--- src/hw/rtl/slc_pkg.sv ---
// Shared types, constants and codes of the status LED blink controller.
package slc_pkg;

    localparam int PIXELS      = 6;
    localparam int IDX_W       = $clog2(PIXELS);
    localparam int CNT_W       = $clog2(PIXELS + 1);
    localparam int STATUS_PIX  = 5;
    localparam int QUEUE_DEPTH = 2;

    localparam logic [23:0] COL_RED    = 24'hFF0000;
    localparam logic [23:0] COL_YELLOW = 24'hFFFF00;
    localparam logic [23:0] COL_WHITE  = 24'hFFFFFF;
    localparam logic [23:0] COL_BLUE   = 24'h0000FF;

    localparam logic [1:0] MODE_OFF   = 2'd0;
    localparam logic [1:0] MODE_SOLID = 2'd1;
    localparam logic [1:0] MODE_BLINK = 2'd2;

    localparam int PIX_MEMORY   = 0;
    localparam int PIX_SENSORS  = 1;
    localparam int PIX_RELAY    = 2;
    localparam int PIX_BRIDGE   = 3;
    localparam int PIX_NETWORK  = 4;
    localparam int PIX_ACTIVITY = 5;

    localparam logic [2:0] CFG_PIXEL_COUNT  = 3'd0;
    localparam logic [2:0] CFG_BLINK_HALF   = 3'd1;
    localparam logic [2:0] CFG_BURST_HALF   = 3'd2;
    localparam logic [2:0] CFG_TRAFFIC_HOLD = 3'd3;
    localparam logic [2:0] CFG_MEMORY_HOLD  = 3'd4;

    typedef struct packed {
        logic        clear_all;
        logic [7:0]  burst_add;
        logic [23:0] memory_color;
        logic        trigger_memory;
        logic        trigger_network;
        logic        trigger_bridge;
        logic [7:0]  status_word;
        logic [31:0] now_ms;
    } in_item_t;

    typedef struct packed {
        logic                    act;
        logic [CNT_W-1:0]        count;
        logic [PIXELS-1:0][23:0] colors;
    } frame_t;

endpackage

--- src/hw/rtl/slc_front.sv ---
// Front part: accepts service passes, updates panel state and renders frames.
module slc_front (
    input  logic              aclk,
    input  logic              aresetn,
    input  logic              in_valid,
    output logic              in_ready,
    input  slc_pkg::in_item_t in_item,
    input  logic              cfg_wr_en,
    input  logic [2:0]        cfg_index,
    input  logic [15:0]       cfg_wdata,
    output logic              push,
    output slc_pkg::frame_t   push_frame,
    input  logic              queue_full
);

    logic [2:0]  pixel_count_reg;
    logic [15:0] blink_half_reg;
    logic [15:0] burst_half_reg;
    logic [15:0] traffic_hold_reg;
    logic [15:0] memory_hold_reg;

    logic [slc_pkg::PIXELS-1:0][1:0]  mode_reg, mode_next;
    logic [slc_pkg::PIXELS-1:0][23:0] color_reg, color_next;
    logic        phase_reg, phase_next;
    logic [31:0] blink_time_reg, blink_time_next;
    logic [2:0]  pulse_reg, pulse_next;
    logic [2:0][31:0] pulse_time_reg, pulse_time_next;
    logic [23:0] mem_color_reg, mem_color_next;
    logic [7:0]  burst_rem_reg, burst_rem_next;
    logic        burst_lit_reg, burst_lit_next;
    logic [31:0] burst_time_reg, burst_time_next;
    logic [7:0]  prev_status_reg, prev_status_next;

    logic                             accept;
    logic                             refresh;
    logic [slc_pkg::CNT_W-1:0]        frame_len;
    logic [slc_pkg::STATUS_PIX-1:0]   ok;
    logic [slc_pkg::STATUS_PIX-1:0][1:0]  fault_mode;
    logic [slc_pkg::STATUS_PIX-1:0][23:0] fault_color;
    logic [8:0]                       burst_sum;
    logic [31:0]                      hold;
    logic                             any_blink;
    logic [1:0]                       new_mode;
    logic [23:0]                      new_color;

    assign in_ready = !queue_full;
    assign accept   = in_valid && in_ready;
    assign frame_len = (pixel_count_reg > slc_pkg::CNT_W'(slc_pkg::PIXELS))
                     ? slc_pkg::CNT_W'(slc_pkg::PIXELS)
                     : slc_pkg::CNT_W'(pixel_count_reg);

    assign ok[slc_pkg::PIX_MEMORY]  = (in_item.status_word[1:0] == 2'b11);
    assign ok[slc_pkg::PIX_SENSORS] = (in_item.status_word[3:2] == 2'b11);
    assign ok[slc_pkg::PIX_RELAY]   = in_item.status_word[6];
    assign ok[slc_pkg::PIX_BRIDGE]  = in_item.status_word[7];
    assign ok[slc_pkg::PIX_NETWORK] = (in_item.status_word[5:4] == 2'b11);

    assign fault_mode[slc_pkg::PIX_MEMORY]   = slc_pkg::MODE_SOLID;
    assign fault_mode[slc_pkg::PIX_SENSORS]  = slc_pkg::MODE_BLINK;
    assign fault_mode[slc_pkg::PIX_RELAY]    = slc_pkg::MODE_SOLID;
    assign fault_mode[slc_pkg::PIX_BRIDGE]   = slc_pkg::MODE_BLINK;
    assign fault_mode[slc_pkg::PIX_NETWORK]  = slc_pkg::MODE_BLINK;
    assign fault_color[slc_pkg::PIX_MEMORY]  = slc_pkg::COL_RED;
    assign fault_color[slc_pkg::PIX_SENSORS] = slc_pkg::COL_RED;
    assign fault_color[slc_pkg::PIX_RELAY]   = slc_pkg::COL_RED;
    assign fault_color[slc_pkg::PIX_BRIDGE]  = slc_pkg::COL_RED;
    assign fault_color[slc_pkg::PIX_NETWORK] = slc_pkg::COL_YELLOW;

    always_comb begin
        mode_next        = mode_reg;
        color_next       = color_reg;
        phase_next       = phase_reg;
        blink_time_next  = blink_time_reg;
        pulse_next       = pulse_reg;
        pulse_time_next  = pulse_time_reg;
        mem_color_next   = mem_color_reg;
        burst_rem_next   = burst_rem_reg;
        burst_lit_next   = burst_lit_reg;
        burst_time_next  = burst_time_reg;
        prev_status_next = prev_status_reg;
        refresh          = 1'b0;
        burst_sum        = '0;
        hold             = '0;
        any_blink        = 1'b0;
        new_mode         = slc_pkg::MODE_OFF;
        new_color        = '0;
        push_frame       = '0;
        push_frame.count = frame_len;
        if (accept && in_item.clear_all) begin
            mode_next      = '0;
            color_next     = '0;
            pulse_next     = '0;
            burst_rem_next = '0;
            burst_lit_next = 1'b0;
            refresh        = 1'b1;
        end else if (accept) begin
            if (in_item.trigger_bridge) begin
                pulse_time_next[0] = in_item.now_ms;
                pulse_next[0]      = 1'b1;
                refresh            = 1'b1;
            end
            if (in_item.trigger_network) begin
                pulse_time_next[1] = in_item.now_ms;
                pulse_next[1]      = 1'b1;
                refresh            = 1'b1;
            end
            if (in_item.trigger_memory) begin
                mem_color_next     = in_item.memory_color;
                pulse_time_next[2] = in_item.now_ms;
                pulse_next[2]      = 1'b1;
                refresh            = 1'b1;
            end
            if (in_item.burst_add != 8'd0) begin
                burst_sum      = {1'b0, burst_rem_reg} + {1'b0, in_item.burst_add};
                burst_rem_next = burst_sum[8] ? 8'hFF : burst_sum[7:0];
                if (!burst_lit_reg) begin
                    burst_lit_next  = 1'b1;
                    burst_time_next = in_item.now_ms;
                    refresh         = 1'b1;
                end
            end
            if (in_item.status_word != prev_status_reg) begin
                prev_status_next = in_item.status_word;
                for (int k = 0; k < slc_pkg::STATUS_PIX; k++) begin
                    new_mode  = ok[k] ? slc_pkg::MODE_OFF : fault_mode[k];
                    new_color = ok[k] ? 24'd0 : fault_color[k];
                    if (3'(k) < pixel_count_reg &&
                        (mode_next[k] != new_mode || color_next[k] != new_color)) begin
                        mode_next[k]  = new_mode;
                        color_next[k] = new_color;
                        refresh       = 1'b1;
                    end
                end
            end
            if ((in_item.now_ms - blink_time_reg) >= {16'd0, blink_half_reg}) begin
                blink_time_next = in_item.now_ms;
                phase_next      = !phase_reg;
                for (int k = 0; k < slc_pkg::PIXELS; k++) begin
                    if (mode_next[k] == slc_pkg::MODE_BLINK) begin
                        any_blink = 1'b1;
                    end
                end
                if (any_blink) begin
                    refresh = 1'b1;
                end
            end
            for (int p = 0; p < 3; p++) begin
                hold = (p == 2) ? {16'd0, memory_hold_reg} : {16'd0, traffic_hold_reg};
                if (pulse_next[p] && (in_item.now_ms - pulse_time_next[p]) >= hold) begin
                    pulse_next[p] = 1'b0;
                    refresh       = 1'b1;
                end
            end
            if (burst_rem_next != 8'd0 || burst_lit_next) begin
                if ((in_item.now_ms - burst_time_next) >= {16'd0, burst_half_reg}) begin
                    burst_time_next = in_item.now_ms;
                    if (burst_lit_next) begin
                        burst_lit_next = 1'b0;
                        if (burst_rem_next != 8'd0) begin
                            burst_rem_next = burst_rem_next - 8'd1;
                        end
                    end else begin
                        burst_lit_next = 1'b1;
                    end
                    refresh = 1'b1;
                end
            end
            for (int k = 0; k < slc_pkg::PIXELS; k++) begin
                if (mode_next[k] == slc_pkg::MODE_SOLID ||
                    (mode_next[k] == slc_pkg::MODE_BLINK && phase_next)) begin
                    push_frame.colors[k] = color_next[k];
                end
            end
            if (pulse_next[0]) begin
                push_frame.colors[slc_pkg::PIX_BRIDGE] = slc_pkg::COL_WHITE;
            end
            if (pulse_next[1]) begin
                push_frame.colors[slc_pkg::PIX_NETWORK] = slc_pkg::COL_YELLOW;
            end
            if (pulse_next[2]) begin
                push_frame.colors[slc_pkg::PIX_MEMORY] = mem_color_next;
            end
            push_frame.colors[slc_pkg::PIX_ACTIVITY] = burst_lit_next ? slc_pkg::COL_BLUE : 24'd0;
            push_frame.act = (burst_rem_next != 8'd0) || burst_lit_next;
        end
    end

    assign push = refresh && (frame_len != '0);

    always_ff @(posedge aclk) begin
        if (!aresetn) begin
            pixel_count_reg  <= 3'd6;
            blink_half_reg   <= 16'd500;
            burst_half_reg   <= 16'd100;
            traffic_hold_reg <= 16'd50;
            memory_hold_reg  <= 16'd200;
            mode_reg         <= '0;
            color_reg        <= '0;
            phase_reg        <= 1'b0;
            blink_time_reg   <= '0;
            pulse_reg        <= '0;
            pulse_time_reg   <= '0;
            mem_color_reg    <= '0;
            burst_rem_reg    <= '0;
            burst_lit_reg    <= 1'b0;
            burst_time_reg   <= '0;
            prev_status_reg  <= '0;
        end else begin
            mode_reg        <= mode_next;
            color_reg       <= color_next;
            phase_reg       <= phase_next;
            blink_time_reg  <= blink_time_next;
            pulse_reg       <= pulse_next;
            pulse_time_reg  <= pulse_time_next;
            mem_color_reg   <= mem_color_next;
            burst_rem_reg   <= burst_rem_next;
            burst_lit_reg   <= burst_lit_next;
            burst_time_reg  <= burst_time_next;
            prev_status_reg <= prev_status_next;
            if (cfg_wr_en) begin
                case (cfg_index)
                    slc_pkg::CFG_PIXEL_COUNT:  pixel_count_reg  <= cfg_wdata[2:0];
                    slc_pkg::CFG_BLINK_HALF:   blink_half_reg   <= cfg_wdata;
                    slc_pkg::CFG_BURST_HALF:   burst_half_reg   <= cfg_wdata;
                    slc_pkg::CFG_TRAFFIC_HOLD: traffic_hold_reg <= cfg_wdata;
                    slc_pkg::CFG_MEMORY_HOLD:  memory_hold_reg  <= cfg_wdata;
                    default: begin
                    end
                endcase
            end
        end
    end

endmodule

--- src/hw/rtl/slc_queue.sv ---
// Short frame queue between the front and back parts.
module slc_queue (
    input  logic            aclk,
    input  logic            aresetn,
    input  logic            push,
    input  slc_pkg::frame_t push_frame,
    output logic            full,
    input  logic            pop,
    output logic            pop_valid,
    output slc_pkg::frame_t pop_frame
);

    localparam int PTR_W = $clog2(slc_pkg::QUEUE_DEPTH);
    localparam int CNT_W = $clog2(slc_pkg::QUEUE_DEPTH + 1);

    slc_pkg::frame_t slot_reg [slc_pkg::QUEUE_DEPTH];
    logic [PTR_W-1:0] wr_ptr_reg, rd_ptr_reg;
    logic [CNT_W-1:0] count_reg;
    logic             do_push, do_pop;

    assign full      = (count_reg == CNT_W'(slc_pkg::QUEUE_DEPTH));
    assign pop_valid = (count_reg != '0);
    assign pop_frame = slot_reg[rd_ptr_reg];
    assign do_push   = push && !full;
    assign do_pop    = pop && pop_valid;

    always_ff @(posedge aclk) begin
        if (do_push) begin
            slot_reg[wr_ptr_reg] <= push_frame;
        end
    end

    always_ff @(posedge aclk) begin
        if (!aresetn) begin
            wr_ptr_reg <= '0;
            rd_ptr_reg <= '0;
            count_reg  <= '0;
        end else begin
            if (do_push) begin
                wr_ptr_reg <= (wr_ptr_reg == PTR_W'(slc_pkg::QUEUE_DEPTH - 1))
                            ? '0 : wr_ptr_reg + PTR_W'(1);
            end
            if (do_pop) begin
                rd_ptr_reg <= (rd_ptr_reg == PTR_W'(slc_pkg::QUEUE_DEPTH - 1))
                            ? '0 : rd_ptr_reg + PTR_W'(1);
            end
            if (do_push && !do_pop) begin
                count_reg <= count_reg + CNT_W'(1);
            end else if (do_pop && !do_push) begin
                count_reg <= count_reg - CNT_W'(1);
            end
        end
    end

endmodule

--- src/hw/rtl/slc_back.sv ---
// Back part: plays one queued frame out as one pixel transfer per cycle while the output is ready.
module slc_back (
    input  logic                       aclk,
    input  logic                       aresetn,
    input  logic                       frame_valid,
    input  slc_pkg::frame_t            frame,
    output logic                       pop,
    output logic                       out_valid,
    input  logic                       out_ready,
    output logic [2:0]                 out_index,
    output logic [23:0]                out_color,
    output logic                       out_last,
    output logic                       out_act
);

    slc_pkg::frame_t           cur_reg;
    logic                      busy_reg;
    logic [slc_pkg::IDX_W-1:0] idx_reg;
    logic                      valid_reg;
    logic [2:0]                index_reg;
    logic [23:0]               color_reg;
    logic                      last_reg;
    logic                      act_reg;
    logic                      advance;
    logic                      is_last;

    assign pop     = !busy_reg && frame_valid;
    assign advance = busy_reg && (!valid_reg || out_ready);
    assign is_last = ({1'b0, idx_reg} + (slc_pkg::IDX_W + 1)'(1))
                     == (slc_pkg::IDX_W + 1)'(cur_reg.count);

    always_ff @(posedge aclk) begin
        if (!aresetn) begin
            busy_reg  <= 1'b0;
            valid_reg <= 1'b0;
            idx_reg   <= '0;
        end else begin
            if (pop) begin
                cur_reg  <= frame;
                busy_reg <= 1'b1;
                idx_reg  <= '0;
            end
            if (advance) begin
                valid_reg <= 1'b1;
                index_reg <= 3'(idx_reg);
                color_reg <= cur_reg.colors[idx_reg];
                last_reg  <= is_last;
                act_reg   <= cur_reg.act;
                idx_reg   <= idx_reg + slc_pkg::IDX_W'(1);
                if (is_last) begin
                    busy_reg <= 1'b0;
                end
            end else if (valid_reg && out_ready) begin
                valid_reg <= 1'b0;
            end
        end
    end

    assign out_valid = valid_reg;
    assign out_index = index_reg;
    assign out_color = color_reg;
    assign out_last  = last_reg;
    assign out_act   = act_reg;

endmodule

--- src/hw/rtl/status_led_blink_controller.sv ---
// Top level of the status LED blink controller.
// The front part takes one pass per cycle while the frame queue has room.
// A pass's frame goes into a queue slot, then the back part's frame register, then
// its output register; the next frame is taken after the last pixel is registered.
// Synchronous active-low reset restores the register defaults and clears all
// pixel, pulse, burst and queue state.
module status_led_blink_controller (
    input  logic        aclk,
    input  logic        aresetn,
    input  logic        s_tvalid,
    output logic        s_tready,
    // now_ms, status_word, trigger_bridge, trigger_network, trigger_memory,
    // memory_color, burst_add, clear_all, zero fill
    input  logic [79:0] s_tdata,
    output logic        m_tvalid,
    input  logic        m_tready,
    // pixel_index, pixel_color, burst_active, zero fill
    output logic [31:0] m_tdata,
    output logic        m_tlast,
    input  logic        cfg_wr_en,
    input  logic [2:0]  cfg_index,
    input  logic [15:0] cfg_wdata
);

    slc_pkg::in_item_t in_item;
    slc_pkg::frame_t   push_frame, pop_frame;
    logic              push, full, pop, pop_valid;
    logic [2:0]        pixel_index;
    logic [23:0]       pixel_color;
    logic              burst_active;

    assign in_item = slc_pkg::in_item_t'(s_tdata[75:0]);

    slc_front u_front (
        .aclk       (aclk),
        .aresetn    (aresetn),
        .in_valid   (s_tvalid),
        .in_ready   (s_tready),
        .in_item    (in_item),
        .cfg_wr_en  (cfg_wr_en),
        .cfg_index  (cfg_index),
        .cfg_wdata  (cfg_wdata),
        .push       (push),
        .push_frame (push_frame),
        .queue_full (full)
    );

    slc_queue u_queue (
        .aclk       (aclk),
        .aresetn    (aresetn),
        .push       (push),
        .push_frame (push_frame),
        .full       (full),
        .pop        (pop),
        .pop_valid  (pop_valid),
        .pop_frame  (pop_frame)
    );

    slc_back u_back (
        .aclk        (aclk),
        .aresetn     (aresetn),
        .frame_valid (pop_valid),
        .frame       (pop_frame),
        .pop         (pop),
        .out_valid   (m_tvalid),
        .out_ready   (m_tready),
        .out_index   (pixel_index),
        .out_color   (pixel_color),
        .out_last    (m_tlast),
        .out_act     (burst_active)
    );

    assign m_tdata = {4'd0, burst_active, pixel_color, pixel_index};

endmodule

--- config.mk ---
export PLATFORM = sky130hd
export DESIGN_NAME = status_led_blink_controller
export DESIGN_NICKNAME = d
export VERILOG_FILES = /design/src/hw/rtl/slc_pkg.sv /design/src/hw/rtl/slc_front.sv /design/src/hw/rtl/slc_queue.sv /design/src/hw/rtl/slc_back.sv /design/src/hw/rtl/status_led_blink_controller.sv
export SDC_FILE = /design/constraint.sdc
export NUM_CORES = 2
export LEC_CHECK = 0
export CAP_MARGIN = 0
export CORE_MARGIN = 5
export CORE_UTILIZATION = 55
export CTS_BUF_LIST = sky130_fd_sc_hd__clkbuf_8
export DETAILED_ROUTE_END_ITERATION = 16
export DONT_BUFFER_PORTS = 1
export GPL_TIMING_DRIVEN = 1
export PLACE_DENSITY = 0.7
export RECOVER_POWER = 100
export SYNTH_ARGS = -nofsm -noshare
export SYNTH_HDL_FRONTEND = slang
export SYNTH_SLANG_ARGS = --single-unit
--- constraint.sdc ---
create_clock -name aclk -period 50.5 [get_ports aclk]
set_input_delay 7.575 -clock aclk [delete_from_list [all_inputs] [get_ports aclk]]
set_output_delay 7.575 -clock aclk [all_outputs]
set_load 0.02 [all_outputs]
* After elaboration in Yosys (flattened, before gate mapping) *
Memories as Yosys holds them, arrays and structs flattened. A register that Yosys moved wholly into a read port is not among the register bits.
Index checks and enable logic that the tools add are counted.

word-level totals
  register bits after elaboration = 440
  bits in latches = 0
  bits in writable memories = 296
  bits in read-only memories = 0
  bits of input ports = 104
  output and inout port bits = 35
  word-level logic and storage cells = 294
  memories = 1

memory list
  name              words  bits a word  read ports  clocked after memory_dff  write ports  RTL line         RTL
  u_queue.slot_reg  2      148          1           1                         1            slc_queue.sv:16  slc_pkg::frame_t slot_reg [slc_pkg::QUEUE_DEPTH];

operators by class
  $add $sub $neg = 13
  multiply operators = 0
  divide/modulo/power cells = 0
  $lt $le $gt $ge = 12
  eq/ne operators = 30
  shifts and indexed selects = 0
  muxes and demuxes = 138
  bitwise logic cells = 2
  reductions and logical operators = 62

operators by type and width
  cell                                               count
  2-to-1 mux 24 bit                                  20
  2-to-1 mux 32 bit                                  15
  2-to-1 mux 144 bit                                 2
  greater-or-equal comparator 32 x 16 -> 1 bit       5
  subtractor 32 bit                                  5
  2-to-1 mux 120 bit                                 1
  inequality test 24 bit                             5
  2-to-1 mux 8 bit                                   11
  binary-select mux 24 bit (select 3 bit)            1
  2-to-1 mux 1 bit                                   72
  2-to-1 mux 10 bit                                  3
  nonzero test 8 bit                                 3
  logical AND 1 bit                                  23
  2-to-1 mux 2 bit                                   10
  == test 2 bit (second input constant)              9
  AND reduction 2 bit                                8
  logical OR 1 bit                                   13
  == test 2 x 1 -> 1 bit (second input constant)     5
  inequality test 2 bit                              5
  adder 8 x 8 -> 9 bit                               1
  2-to-1 mux 3 bit                                   3
  inequality test 8 bit                              1
  nonzero test 2 bit                                 4
  subtractor 8 x 1 -> 8 bit (second input constant)  1
  20 further kinds                                   31

* Depth between registers and ports, before layout *
  depth in word-level cells = 33
  gate-level depth with buffers = 31
  mapped depth without buffers = 30

* By module *
From an unflattened synthesis, not the netlist that was laid out.

unflattened totals
  cell total of the unflattened synthesis = 4,589
  area total of the unflattened synthesis = 47,832.1 um^2

by module, submodules not included
  module                       times used  cells each  area an instance (um^2)  seq. area each (um^2)
  slc_front                    1           3,773       30,076.3                 8,047.7
  slc_queue                    1           485         10,951.8                 8,988.6
  slc_back                     1           325         6,762.7                  5,415.2
  status_led_blink_controller  1           6           41.3                     0.0

* Worst setup path after synthesis *
Ideal clock, no wire load.

  path kind = input port to flip-flop
  from = input port s_tdata[67]
  to = memory u_queue.slot_reg[0][0] (netlist name) (enable)
  setup time = 916 ps
  arrival = 24,022 ps
  required time = 49,584 ps
  slack = 25,562 ps
  stages on the path = 26
  path buffers = 4
  cells stage by stage = nor4_1 -> a21oi_1 -> clkbuf_1 -> clkbuf_1 -> mux2i_1 -> ha_1 -> and2_1 -> buf_1 -> nand3b_1 -> or4_1 -> nand4_1 -> a21oi_1 -> xnor2_1 -> ha_1 -> nand4_1 -> nor3_1 -> o2111ai_1 -> o21a_1 -> nand3_1 -> mux2_2 -> nor4b_1 -> and4b_1 -> buf_4 -> a31o_1 -> and4_1 -> nor4_1

between the ends
  longest elaborated chain between the ends = 21
  elaborated cells on any way between the ends = 36
  classes of those cells = add/sub (2); order compare (1); mux (28); reduce/logical (5)

ends and longest elaborated chain
  element                                                     RTL line                           RTL
  from (decl)                                                 status_led_blink_controller.sv:14  input logic [79:0] s_tdata,
  branches (longest 14 deep; another with subtractor 32 bit)  n/a
  2-to-1 mux 1 bit *                                          slc_front.sv:154                   if (burst_rem_next != 8'd0 || burst_lit_next) begin
  2-to-1 mux 1 bit *                                          slc_front.sv:96                    end else if (accept) begin
  2-to-1 mux 1 bit *                                          slc_front.sv:89                    if (accept && in_item.clear_all) begin
  logical AND 1 bit *                                         slc_front.sv:188                   assign push = refresh && (frame_len != '0);
  logical AND 1 bit *                                         slc_queue.sv:24                    assign do_push = push && !full;
  2-to-1 mux 1 bit *                                          slc_queue.sv:28                    if (do_push) begin
  2-to-1 mux 1 bit (not written as such) *                    slc_queue.sv:29                    slot_reg[wr_ptr_reg] <= push_frame;
  to (decl)                                                   slc_queue.sv:16

Mark *: on every way between the ends. The select of a mux whose other input is x is not followed.

* Worst setup path after layout *
  from = input port s_tdata[68]
  to = memory u_queue.slot_reg[1][42] (netlist name) (enable)

between the ends
  longest elaborated chain between the ends = 21
  elaborated cells on any way between the ends = 36
  classes of those cells = add/sub (2); order compare (1); mux (28); reduce/logical (5)

ends and longest elaborated chain
  element                                                     RTL line          RTL
  branches (longest 14 deep; another with subtractor 32 bit)  n/a
  2-to-1 mux 1 bit *                                          slc_front.sv:154
  2-to-1 mux 1 bit *                                          slc_front.sv:96
  2-to-1 mux 1 bit *                                          slc_front.sv:89
  logical AND 1 bit *                                         slc_front.sv:188
  logical AND 1 bit *                                         slc_queue.sv:24
  named net u_queue.do_push                                   slc_queue.sv:19   logic do_push, do_pop;
  2-to-1 mux 1 bit *                                          slc_queue.sv:28
  2-to-1 mux 1 bit (not written as such) *                    slc_queue.sv:29

Mark *: on every way through the listed nets, which the timed path passes. The select of a mux whose other input is x is not followed.

==> results.json <==
{
  "yosysMostFrequentCell": "dfxtp_1",
  "initial_core_util": 0.553,
  "syn2layout_area_growth_pct": 7.50,
  "io_buffer_count": 0,
  "drtIter0Drc": 2246,
  "synth_top_family_by_area": "compound AO/OA/AOI/OAI gates",
  "finClkSkew_ns": 0.0430,
  "fp.dieW_um": 294,
  "final_layout_size_suffix_gt1_frac": 0.0819,
  "finalSetupViolCount": 0,
  "synth-edff-count": 404,
  "synth.top_cell.area_share": 0.273,
  "coreArea_sq_um": 80400,
  "synth_top_area_cell": "edfxtp_1",
  "slew_headroom": -2.02,
  "path_class": "primary input to flop",
  "synth_cells": 4487,
  "cts.sinks": 815,
  "dpl.hpwl_mm": 81.8,
  "die_area_sq_um": 86700,
  "dpl.cell_count": 5345,
  "drt_first_pass_iters": 6,
  "leakage_nw": 18.4,
  "clkTransAtPathRegs_ns": 0.06,
  "timing.fmax_mhz": 48.7,
  "wl_mm": 117,
  "grt.overflow.total": 0,
  "muxShareOfSynthArea": 0.0982,
  "num_vias": 33800,
  "fin_crit_sh": 0.407,
  "critPathMaxStageDelay_ns": 2.11,
  "synth_compound_area_frac": 0.166,
  "clockRootBuffer": "clkbuf_8",
  "slowest_stage": "clkbuf_1",
  "grt.total_usage": 0.264,
  "failed_checks": "max-capacitance violations, max-slew violations",
  "cts_made_buffers": 140,
  "power_density_nw_per_um2": 42.0,
  "synth_commonest_cells": "dfxtp_1 (411), edfxtp_1 (404), nor2_1 (394)",
  "synth-simple-area-share": 0.146,
  "num_rows": 104,
  "yosys_most_used_dff": "dfxtp_1",
  "timing.hold.ws_ns": 0.417,
  "clock_latency_ns": 0.80,
  "design_area_sq_um": 47800,
  "die_h_um": 294,
  "grt_pass1_vias": 32700,
  "crit_arrival_ns": 20.90,
  "worst_pin_slew_ns": 4.50,
  "grt_max_degree": 188,
  "path_max_fanout": 45,
  "detail-route-antenna-nets": 0,
  "cts_hold_buf": 0,
  "ys_warn_count": 0,
  "end_kind": "flop",
  "htreeDepth": 4,
  "synth-xor-area-share": 0.0236,
  "fill_cells": 6923,
  "syn-cell-area_sq_um": 44500,
  "cts_tree": "built",
  "cts_buffer_depth": 3,
  "drc": 0,
  "min_period_ns": 20.55,
  "syn_area_per_cell_sq_um": 9.91,
  "grt_pass1_wl_mm": 182,
  "cts_resized": 0,
  "wl_per_cell_um": 20.8,
  "synthAdderAreaFrac": 0.0722,
  "drv_cap": 24,
  "ir_drop_v": 0.0000275,
  "ys_types": 106,
  "critPathRequiredTime_ns": 50.84,
  "stdcell_count": 5601,
  "multi_input_area_sq_um": 22500,
  "fin_nets": 4784,
  "async_flop_share": 0,
  "synthTopCellsByArea": "edfxtp_1 (27%), dfxtp_1 (18%), ha_1 (6.9%)",
  "ios": 139,
  "seq_area_sq_um": 20400,
  "rsz0062_at_grt": "no",
  "synth-seq-area-share": 0.458,
  "ys_ff_latch": 815,
  "hold_path.class": "flop to flop",
  "largest_reg_flops": 250,
  "post_cts_buffers": 0,
  "avgViaCountPerCell": 6.04,
  "fin_setup_tns_ns": 0,
  "hold_violations": 0,
  "gp_congestion": 0.931,
  "status": "finished, violations left",
  "grt_antenna_before_repair": 2,
  "drv_slew": 1079,
  "placed_area_sq_um": 45100,
  "start_kind": "primary input"
}
==> critical path, delay by kind of cell <==
kind | cells | cell delay, ns
compound gates | 11 | 3.21
buf+inv | 3 | 4.18
xor+xnor | 1 | 0.09
simple gates | 10 | 4.60
mux | 1 | 0.14
fa+ha+maj | 3 | 0.99
==> metal layers <==
layer / share of wire / track usage
met4: 0.036 / 0.0917
met1: 0.44 / 0.346
met3: 0.059 / 0.0482
met5: 0 / 0
met2: 0.47 / 0.442
==> power breakdown <==
group	switching (mW)	internal, mW
registers	0.0489	0.815
logic	0.329	0.222
clock network	0.280	0.314
total	0.658	1.35
==> metrics by stage <==
step	utilization	total power, mW	setup slack, ns
after detailed placement	0.561	1.42	34.17
after CTS	0.597	2.01	34.99
final	0.595	2.01	29.95
after global routing	0.595	2.12	29.10
after global placement	0.561	1.41	34.22
after floorplan	-	1.29	25.56
==> final timing paths <==
| check | slack (ns) | cells after the start | start | endpoint |
|---|---|---|---|---|
| max reg2reg | 37.09 | 29 | u_front.burst_lit_reg | u_queue.slot_reg[1][42] |
| max | 29.95 | 29 | s_tdata[68] | u_queue.slot_reg[1][42] |
| min | 0.42 | 0 | u_back.cur_reg[147] | u_back.out_act |
| min reg2reg | 0.42 | 0 | u_back.cur_reg[147] | u_back.out_act |
==> cells by family after synthesis <==
group,after synthesis
buffers and inverters,403
muxes,410
DFF,815
AOI/OAI and AO/OA,1128
and+or+nand+nor,1357
other,1
adders and majority gates,253
xor gates and xnor gates,120
==> final cells by class <==
| type | count | share of cell area |
|---|---|---|
| inverter | 171 | 0.0134 |
| sequential | 815 | 0.426 |
| multi-input combinational | 3272 | 0.471 |
| antenna | 1 | 0.0000523 |
| timing repair buffer | 27 | 0.00285 |
| clock buffer | 169 | 0.0486 |
| clock inverter | 86 | 0.0108 |
| tap | 1060 | 0.0277 |
==> cells in the final DEF (no fill, tap or decap), types with 36 or more instances in the layout <==
| cell type | count |
|---|---|
| o22ai_1 | 55 |
| nand4_1 | 69 |
| a21o_1 | 80 |
| nor4_1 | 46 |
| clkbuf_8 | 169 |
| nand2b_1 | 38 |
| ha_1 | 247 |
| nand2_1 | 382 |
| and2_0 | 47 |
| nand3_1 | 66 |
| inv_1 | 219 |
| a21oi_1 | 344 |
| xor2_1 | 44 |
| nor3_1 | 94 |
| xnor2_1 | 76 |
| edfxtp_1 | 404 |
| mux2_2 | 116 |
| and2_1 | 44 |
| o21ai_0 | 159 |
| and3_1 | 54 |
| o211ai_1 | 36 |
| dfxtp_1 | 411 |
| o21a_1 | 86 |
| mux2i_1 | 269 |
| a211oi_1 | 134 |
| nor2_1 | 393 |
Power figures use the tool's default switching activity.
